File: src/rtl/msctb_pkg.sv
`default_nettype none
package msctb_pkg;

    localparam int NUM_SLOTS_DEF = 16;
    localparam int CNT_W         = 32;

    // command codes
    localparam logic [1:0] CMD_TICK  = 2'd0;
    localparam logic [1:0] CMD_ADD   = 2'd1;
    localparam logic [1:0] CMD_START = 2'd2;
    localparam logic [1:0] CMD_STOP  = 2'd3;

    // result kinds
    localparam logic [1:0] EV_ACK  = 2'd0;
    localparam logic [1:0] EV_EXP  = 2'd1;
    localparam logic [1:0] EV_DONE = 2'd2;

    // slot index width, at least one bit
    function automatic int slot_w(input int n);
        return (n > 1) ? $clog2(n) : 1;
    endfunction

    // countdown unit result
    typedef struct packed {
        logic [CNT_W-1:0] cnt;     // value to write back
        logic             expire;  // count reached zero this tick
        logic             reload;  // expired and periodic
    } t_dec_res;

endpackage
`default_nettype wire

File: src/rtl/multi_slot_countdown_timer_bank.sv
// Multi-slot countdown timer bank.
// Input channel (i_in_valid / o_in_ready) takes one command beat: tick, add,
// start or stop, with slot, interval and auto_reload. Output channel
// (o_out_valid / i_out_ready) returns result beats: acknowledges, expiry
// events and tick-done events; o_last marks the final beat of a command.
// Add, start and stop: one acknowledge beat, visible the cycle after accept;
// the block is ready again as soon as that beat can leave.
// Tick: the ms counter increments, then a sequencer walks the linked slots in
// the order they were added. A stopped slot is skipped in the read state; a
// running slot goes through a slot RAM read, then the shared countdown unit
// and write-back.
// Each expiry emits one beat; the done beat (o_last = 1) closes the tick.
// A single output register decouples the sides. When the receiver stalls,
// the walk holds at the expiring slot and no input is taken until the
// register frees up; nothing is dropped or repeated.
// Reset (synchronous, active low) clears the ms counter, link list and all
// flags; the count and interval RAMs hold junk until a start writes them.
`default_nettype none
module multi_slot_countdown_timer_bank #(
    parameter int NUM_SLOTS = msctb_pkg::NUM_SLOTS_DEF
) (
    input  wire logic                 i_clk,
    input  wire logic                 i_rst_n,
    // command channel
    input  wire logic                 i_in_valid,
    output logic                      o_in_ready,
    input  wire logic [1:0]           i_command,
    input  wire logic [3:0]           i_slot,
    input  wire logic [31:0]          i_interval,
    input  wire logic                 i_auto_reload,
    // result channel
    output logic                      o_out_valid,
    input  wire logic                 i_out_ready,
    output logic [1:0]                o_event_kind,
    output logic [3:0]                o_event_slot,
    output logic                      o_accepted,
    output logic                      o_reloaded,
    output logic signed [31:0]        o_tick_count,
    output logic                      o_last
);
    import msctb_pkg::*;

    localparam int SW = slot_w(NUM_SLOTS);
    localparam int LW = $clog2(NUM_SLOTS + 1);

    // sequencer states
    localparam logic [1:0] S_IDLE = 2'd0;  // waiting for a command
    localparam logic [1:0] S_RD   = 2'd1;  // pick next linked slot, read RAM
    localparam logic [1:0] S_EX   = 2'd2;  // countdown, write back, emit expiry
    localparam logic [1:0] S_FIN  = 2'd3;  // emit tick-done beat

    logic [1:0]           r_state, n_state;
    logic [LW-1:0]        r_idx, n_idx;        // walk position in tick order
    logic [LW-1:0]        r_total;             // linked slot count
    logic [SW-1:0]        r_cur, n_cur;        // slot under countdown
    logic [CNT_W-1:0]     r_tick_cnt;
    logic [NUM_SLOTS-1:0] r_linked;
    logic [NUM_SLOTS-1:0] r_running;
    logic [NUM_SLOTS-1:0] r_periodic;
    logic [SW-1:0]        r_order [NUM_SLOTS]; // tick order, valid below r_total

    // output register
    logic                 r_o_valid;
    logic [1:0]           r_o_kind;
    logic [3:0]           r_o_slot;
    logic                 r_o_acc;
    logic                 r_o_rel;
    logic signed [31:0]   r_o_cnt;
    logic                 r_o_last;

    logic                 w_out_free;
    logic                 w_in_acc;
    logic [SW-1:0]        w_slot_idx;
    logic                 w_slot_ok;
    logic                 w_add_ok;
    logic [SW-1:0]        w_order_slot;

    // beat to load into the output register
    logic                 w_load;
    logic [1:0]           w_kind;
    logic [3:0]           w_eslot;
    logic                 w_acc;
    logic                 w_rel;
    logic [CNT_W-1:0]     w_cnt;
    logic                 w_last;

    // slot RAM control
    logic                 w_re;
    logic                 w_we_rem;
    logic                 w_we_rel;
    logic [SW-1:0]        w_waddr;
    logic [CNT_W-1:0]     w_wdata;
    logic [CNT_W-1:0]     w_rd_rem;
    logic [CNT_W-1:0]     w_rd_rel;

    logic                 w_tick_inc;
    logic                 w_run_clr;
    t_dec_res             w_dec;

    assign w_out_free   = !r_o_valid || i_out_ready;
    assign o_in_ready   = (r_state == S_IDLE) && w_out_free;
    assign w_in_acc     = i_in_valid && o_in_ready;
    assign w_slot_idx   = SW'(i_slot);
    assign w_slot_ok    = (32'(i_slot) < 32'(NUM_SLOTS));
    assign w_add_ok     = w_slot_ok && !r_linked[w_slot_idx] && (r_total < LW'(NUM_SLOTS));
    assign w_order_slot = r_order[r_idx[SW-1:0]];

    msctb_slot_mem #(
        .NUM_SLOTS (NUM_SLOTS)
    ) u_mem (
        .i_clk    (i_clk),
        .i_we_rem (w_we_rem),
        .i_we_rel (w_we_rel),
        .i_waddr  (w_waddr),
        .i_wdata  (w_wdata),
        .i_re     (w_re),
        .i_raddr  (w_order_slot),
        .o_rd_rem (w_rd_rem),
        .o_rd_rel (w_rd_rel)
    );

    // shared countdown unit, one slot per use
    msctb_dec_unit u_dec (
        .i_cnt        (w_rd_rem),
        .i_reload_val (w_rd_rel),
        .i_periodic   (r_periodic[r_cur]),
        .o_res        (w_dec)
    );

    // sequencer
    always_comb begin
        n_state    = r_state;
        n_idx      = r_idx;
        n_cur      = r_cur;
        w_re       = 1'b0;
        w_we_rem   = 1'b0;
        w_we_rel   = 1'b0;
        w_waddr    = r_cur;
        w_wdata    = w_dec.cnt;
        w_tick_inc = 1'b0;
        w_run_clr  = 1'b0;
        w_load     = 1'b0;
        w_kind     = EV_ACK;
        w_eslot    = i_slot;
        w_acc      = 1'b0;
        w_rel      = 1'b0;
        w_cnt      = '0;
        w_last     = 1'b1;
        unique case (r_state)
            S_IDLE: begin
                if (w_in_acc) begin
                    if (i_command == CMD_TICK) begin
                        w_tick_inc = 1'b1;
                        n_idx      = '0;
                        n_state    = S_RD;
                    end else begin
                        // acknowledge right away
                        w_load = 1'b1;
                        w_acc  = (i_command == CMD_ADD) && w_add_ok;
                        if ((i_command == CMD_START) && w_slot_ok) begin
                            w_we_rem = 1'b1;
                            w_we_rel = 1'b1;
                            w_waddr  = w_slot_idx;
                            w_wdata  = i_interval;
                        end
                    end
                end
            end
            S_RD: begin
                if (r_idx == r_total) begin
                    n_state = S_FIN;
                end else if (r_running[w_order_slot]) begin
                    w_re    = 1'b1;
                    n_cur   = w_order_slot;
                    n_state = S_EX;
                end else begin
                    n_idx = r_idx + LW'(1);
                end
            end
            S_EX: begin
                // an expiry needs the output register; hold until it frees
                if (!w_dec.expire || w_out_free) begin
                    w_we_rem = 1'b1;
                    n_idx    = r_idx + LW'(1);
                    n_state  = S_RD;
                    if (w_dec.expire) begin
                        w_load    = 1'b1;
                        w_kind    = EV_EXP;
                        w_eslot   = 4'(r_cur);
                        w_rel     = w_dec.reload;
                        w_cnt     = r_tick_cnt;
                        w_last    = 1'b0;
                        w_run_clr = !w_dec.reload;
                    end
                end
            end
            S_FIN: begin
                if (w_out_free) begin
                    w_load  = 1'b1;
                    w_kind  = EV_DONE;
                    w_eslot = '0;
                    w_cnt   = r_tick_cnt;
                    n_state = S_IDLE;
                end
            end
            default: begin
                n_state = S_IDLE;
            end
        endcase
    end

    always_ff @(posedge i_clk) begin
        if (!i_rst_n) begin
            r_state    <= S_IDLE;
            r_idx      <= '0;
            r_cur      <= '0;
            r_tick_cnt <= '0;
        end else begin
            r_state <= n_state;
            r_idx   <= n_idx;
            r_cur   <= n_cur;
            if (w_tick_inc) begin
                r_tick_cnt <= r_tick_cnt + CNT_W'(1);
            end
        end
    end

    // per-slot flags and link count
    always_ff @(posedge i_clk) begin
        if (!i_rst_n) begin
            r_linked   <= '0;
            r_running  <= '0;
            r_periodic <= '0;
            r_total    <= '0;
        end else begin
            if (w_in_acc && w_slot_ok) begin
                unique case (i_command)
                    CMD_ADD: begin
                        if (w_add_ok) begin
                            r_linked[w_slot_idx] <= 1'b1;
                            r_total              <= r_total + LW'(1);
                        end
                    end
                    CMD_START: begin
                        r_periodic[w_slot_idx] <= i_auto_reload;
                        r_running[w_slot_idx]  <= 1'b1;
                    end
                    CMD_STOP: begin
                        r_running[w_slot_idx] <= 1'b0;
                    end
                    default: begin
                    end
                endcase
            end
            if (w_run_clr) begin
                r_running[r_cur] <= 1'b0;
            end
        end
    end

    // tick order list, appended on add
    always_ff @(posedge i_clk) begin
        if (w_in_acc && (i_command == CMD_ADD) && w_add_ok) begin
            r_order[r_total[SW-1:0]] <= w_slot_idx;
        end
    end

    // output register
    always_ff @(posedge i_clk) begin
        if (!i_rst_n) begin
            r_o_valid <= 1'b0;
        end else if (w_load) begin
            r_o_valid <= 1'b1;
        end else if (i_out_ready) begin
            r_o_valid <= 1'b0;
        end
    end

    always_ff @(posedge i_clk) begin
        if (w_load) begin
            r_o_kind <= w_kind;
            r_o_slot <= w_eslot;
            r_o_acc  <= w_acc;
            r_o_rel  <= w_rel;
            r_o_cnt  <= signed'(w_cnt);
            r_o_last <= w_last;
        end
    end

    assign o_out_valid  = r_o_valid;
    assign o_event_kind = r_o_kind;
    assign o_event_slot = r_o_slot;
    assign o_accepted   = r_o_acc;
    assign o_reloaded   = r_o_rel;
    assign o_tick_count = r_o_cnt;
    assign o_last       = r_o_last;

endmodule
`default_nettype wire

File: src/rtl/msctb_slot_mem.sv
`default_nettype none
module msctb_slot_mem #(
    parameter int NUM_SLOTS = msctb_pkg::NUM_SLOTS_DEF
) (
    input  wire logic                                       i_clk,
    input  wire logic                                       i_we_rem,
    input  wire logic                                       i_we_rel,
    input  wire logic [msctb_pkg::slot_w(NUM_SLOTS)-1:0]    i_waddr,
    input  wire logic [msctb_pkg::CNT_W-1:0]                i_wdata,
    input  wire logic                                       i_re,
    input  wire logic [msctb_pkg::slot_w(NUM_SLOTS)-1:0]    i_raddr,
    output logic      [msctb_pkg::CNT_W-1:0]                o_rd_rem,
    output logic      [msctb_pkg::CNT_W-1:0]                o_rd_rel
);
    import msctb_pkg::*;

    logic [CNT_W-1:0] r_rem_mem [NUM_SLOTS];
    logic [CNT_W-1:0] r_rel_mem [NUM_SLOTS];

    // remaining count
    always_ff @(posedge i_clk) begin
        if (i_we_rem) begin
            r_rem_mem[i_waddr] <= i_wdata;
        end
        if (i_re) begin
            o_rd_rem <= r_rem_mem[i_raddr];
        end
    end

    // reload interval, written by start only
    always_ff @(posedge i_clk) begin
        if (i_we_rel) begin
            r_rel_mem[i_waddr] <= i_wdata;
        end
        if (i_re) begin
            o_rd_rel <= r_rel_mem[i_raddr];
        end
    end

endmodule
`default_nettype wire

File: src/rtl/msctb_dec_unit.sv
`default_nettype none
module msctb_dec_unit (
    input  wire logic [msctb_pkg::CNT_W-1:0] i_cnt,
    input  wire logic [msctb_pkg::CNT_W-1:0] i_reload_val,
    input  wire logic                        i_periodic,
    output msctb_pkg::t_dec_res              o_res
);
    import msctb_pkg::*;

    logic             w_nz;
    logic [CNT_W-1:0] w_dec;

    // saturating decrement, zero test on the result
    assign w_nz  = (i_cnt != '0);
    assign w_dec = w_nz ? (i_cnt - CNT_W'(1)) : '0;

    always_comb begin
        o_res.expire = (w_dec == '0);
        o_res.reload = o_res.expire && i_periodic;
        if (o_res.reload) begin
            o_res.cnt = i_reload_val;
        end else begin
            o_res.cnt = w_dec;
        end
    end

endmodule
`default_nettype wire

File: config.mk
export PLATFORM = sky130hd
export DESIGN_NAME = multi_slot_countdown_timer_bank
export DESIGN_NICKNAME = d
export VERILOG_FILES = /design/src/rtl/msctb_pkg.sv /design/src/rtl/multi_slot_countdown_timer_bank.sv /design/src/rtl/msctb_slot_mem.sv /design/src/rtl/msctb_dec_unit.sv
export SDC_FILE = /design/constraint.sdc
export NUM_CORES = 2
export LEC_CHECK = 0
export ABC_AREA = 1
export CELL_PAD_IN_SITES_DETAIL_PLACEMENT = 0
export CELL_PAD_IN_SITES_GLOBAL_PLACEMENT = 1
export CORE_UTILIZATION = 40
export DETAILED_ROUTE_END_ITERATION = 8
export DONT_BUFFER_PORTS = 1
export PLACE_DENSITY_LB_ADDON = 0.25
export SYNTH_ARGS = -nofsm -noshare
export SYNTH_HDL_FRONTEND = slang
export SYNTH_SLANG_ARGS = --single-unit
File: constraint.sdc
create_clock -name i_clk -period 5.06 [get_ports i_clk]
set_input_delay 1.012 -clock i_clk [delete_from_list [all_inputs] [get_ports i_clk]]
set_output_delay 1.012 -clock i_clk [all_outputs]
set_load 0.005 [all_outputs]
==> flow_metrics.env <==
export IMPL_place_gp_congestion=0.910
export IMPL_ant_nets=0
export IMPL_grt_pass1_vias=34000
export IMPL_dr_first_iter_drc_count=3152
export IMPL_first_pass_iters=6
export IMPL_final_common_cell="edfxtp_1"
export IMPL_vias=35300
export IMPL_maxSlewHeadroom=0.294
export IMPL_hpwl_um=88500
export IMPL_grt_max_degree=219
export IMPL_tns_ps=0
export IMPL_critPathRequiredTime_ps=5660
export IMPL_cts_root_buf="clkbuf_16"
export IMPL_critPathMaxFanout=17
export IMPL_drv_cap=0
export IMPL_critPathKind="flop to flop"
export IMPL_post_cts_resized=0
export IMPL_slew_viol_final=0
export IMPL_ir_drop_uv=676
export IMPL_path_clk_slew_ps=60
export IMPL_num_rows=134
export IMPL_cp_start_kind="flop"
export IMPL_cts_hold_buf=0
export IMPL_rsz0062_at_grt="no"
export IMPL_synth_area_leader_cell="edfxtp_1"
export IMPL_power_density_nw_per_um2=543
export IMPL_initial_core_util=0.403
export IMPL_hold_viol=0
export IMPL_die_x_um=368
export IMPL_setup_violations=0
export IMPL_stdcell_area_um2=60900
export IMPL_wirelength_um=153000
export IMPL_cts_num_sinks=1294
export IMPL_ys_seq_area_frac=0.705
export IMPL_yosys_warnings=0
export IMPL_portBuffers=0
export IMPL_yosys_top_cells_area="edfxtp_1 (67%), a21oi_1 (4.4%), dfxtp_1 (3.8%)"
export IMPL_clock_path_buffers=3
export IMPL_route_detailed_drc=0
export IMPL_mostFrequentLayoutCells="edfxtp_1 (1193), a21oi_1 (473), nand2_1 (433)"
export IMPL_cts_setup_buffers=0
export IMPL_routed_via_density=5.68
export IMPL_synthesis_area_um2=53700
export IMPL_drive_gt1_frac=0.0917
export IMPL_tritoncts="done"
export IMPL_synth_seq_cells=1294
export IMPL_syn_num_nets=4411
export IMPL_antenna_found_initial=8
export IMPL_overflow=0
export IMPL_critPathArrivalTime_ps=5150
export IMPL_grt_pass1_wl_um=224000
export IMPL_area_growth_pct=13.4
export IMPL_dpl_instance_area_um2=56500
export IMPL_io_pins=86
export IMPL_fin_nets=4397
export IMPL_status="finished, final reports clean"
export IMPL_fmax_ghz=0.220
export IMPL_synth_top_area_frac=0.667
export IMPL_synthDistinctLibCells=49
export IMPL_clk_latency_ps=770
export IMPL_min_period_ps=4550
export IMPL_core_area_um2=133000
export IMPL_holdCritPathClass="input port to flop"
export IMPL_cts_made_buffers=138
export IMPL_min_period_over_period=0.900
export IMPL_endpoint_kind="flop"
export IMPL_track_usage=0.222
export IMPL_leakagePower_nw=19.6
export IMPL_finClkSkew_ps=30.8
export IMPL_syn_area_per_cell_um2=12.3
export IMPL_synth_cells=4357
export IMPL_die_area_um2=136000
export IMPL_fillers=12100
export IMPL_worst_pin_slew_ps=1060
export IMPL_die_h_um=368
export IMPL_htreeDepth=4
export IMPL_wl_per_cell_um=24.6
-- per-stage QoR --
stage               std cells  hold WS [ps]  setup WS [ps]   util  total power, W
floorplan                4357           436           16.8      -          0.0200
global placement         5961           445            482  0.424          0.0234
detailed placement       5961           452            377  0.424          0.0234
CTS                      6205           298            334  0.456          0.0332
global route             6215           319            289  0.457          0.0346
finish                   6216           351            508  0.457          0.0331
-- cells by family (layout without fill, tap and decap cells) --
group           Yosys count  count (layout)  share of synthesized area
compound gates         1295            1295                      0.143
xor+xnor                 13              13                    0.00212
fa+ha+maj                11              11                    0.00256
buf+inv                 490             580                     0.0374
flops                  1294            1294                      0.705
mux                     128             128                     0.0239
other cells               0               1                          0
simple gates           1126            1126                     0.0864
-- state kept, by name (all words and copies together) (netlist names), named ones only --
register         count
u_mem.o_rd_rel      32
o_out_valid          1
r_linked            16
o_tick_count        32
r_idx                5
r_total              5
o_accepted           1
o_event_slot         4
r_cur                4
o_last               1
r_state              2
r_order             64
o_reloaded           1
u_mem.r_rem_mem    512
r_tick_cnt          32
r_running           16
u_mem.r_rel_mem    512
o_event_kind         2
r_periodic          16
u_mem.o_rd_rem      32
-- power by group --
group	leakage, nW	total (W)	internal (W)	switching, W
combinational	5.95	0.0104	0.00310	0.00731
clock	2.12	0.00985	0.00571	0.00414
sequential	11.6	0.0128	0.0127	0.000147
total	19.6	0.0331	0.0215	0.0116
-- worst max-delay path, cell delays in order (launching register included) --
cell	delay (ps)
edfxtp_1	360
inv_1	170
ha_1	340
nand3_1	260
nor2_1	260
nand3_1	130
o21ai_1	570
nand2_1	130
nor2_1	140
nand2_1	70
nor2_1	220
nand2_1	140
nor2_4	350
buf_4	220
nand2_1	70
a31oi_2	590
buf_4	340
-- synth_stat cells (all sizes together) --
cell type / instances
a211o: 1
a211oi: 2
a21boi: 12
a21oi: 474
a221oi: 1
a22oi: 4
a31o: 1
a31oi: 30
a41oi: 1
and2: 1
buf: 88
clkbuf: 207
dfxtp: 101
edfxtp: 1193
ha: 11
inv: 195
mux2i: 128
nand2: 437
nand3: 111
nand4: 31
nor2: 451
nor3: 83
nor3b: 3
nor4: 5
o2111ai: 1
o211a: 1
o211ai: 79
o21a: 8
o21ai: 404
o21bai: 5
o221ai: 133
o22ai: 67
o31ai: 2
o32ai: 69
or2: 2
or4: 2
xor2: 13
-- area by class of cell --
| cell class | count | area [um^2] | share of cell area |
|---|---|---|---|
| Clock inverter | 69 | 612 | 0.0100 |
| Timing Repair Buffer | 141 | 1450 | 0.0237 |
| Inverter | 195 | 752 | 0.0123 |
| Multi-Input combinational cell | 2573 | 14300 | 0.235 |
| Clock buffer | 175 | 3730 | 0.0612 |
| Sequential cell | 1294 | 37800 | 0.621 |
| Tap cell | 1768 | 2210 | 0.0363 |
| Antenna cell | 1 | 2.50 | 0.0000411 |
-- worst paths after layout --
path                           from                     end  slack, ps  cells after the start
setup / recovery  u_mem.o_rd_rem[0]  u_mem.r_rem_mem[0][11]        510                     16
hold / removal            i_slot[1]           r_order[2][1]        350                      0
setup reg to reg  u_mem.o_rd_rem[0]  u_mem.r_rem_mem[0][11]        510                     16
hold reg to reg        r_linked[11]            r_linked[11]        460                      2
-- layer usage --
metal,GRT usage,vias up,share of wire
met1,0.321,17600,0.46
li1,-,16300,-
met4,0.0709,8,0.025
met3,0.0373,228,0.061
met2,0.341,1179,0.46
met5,0,-,0.00032
(Power assumes the default switching activity.)
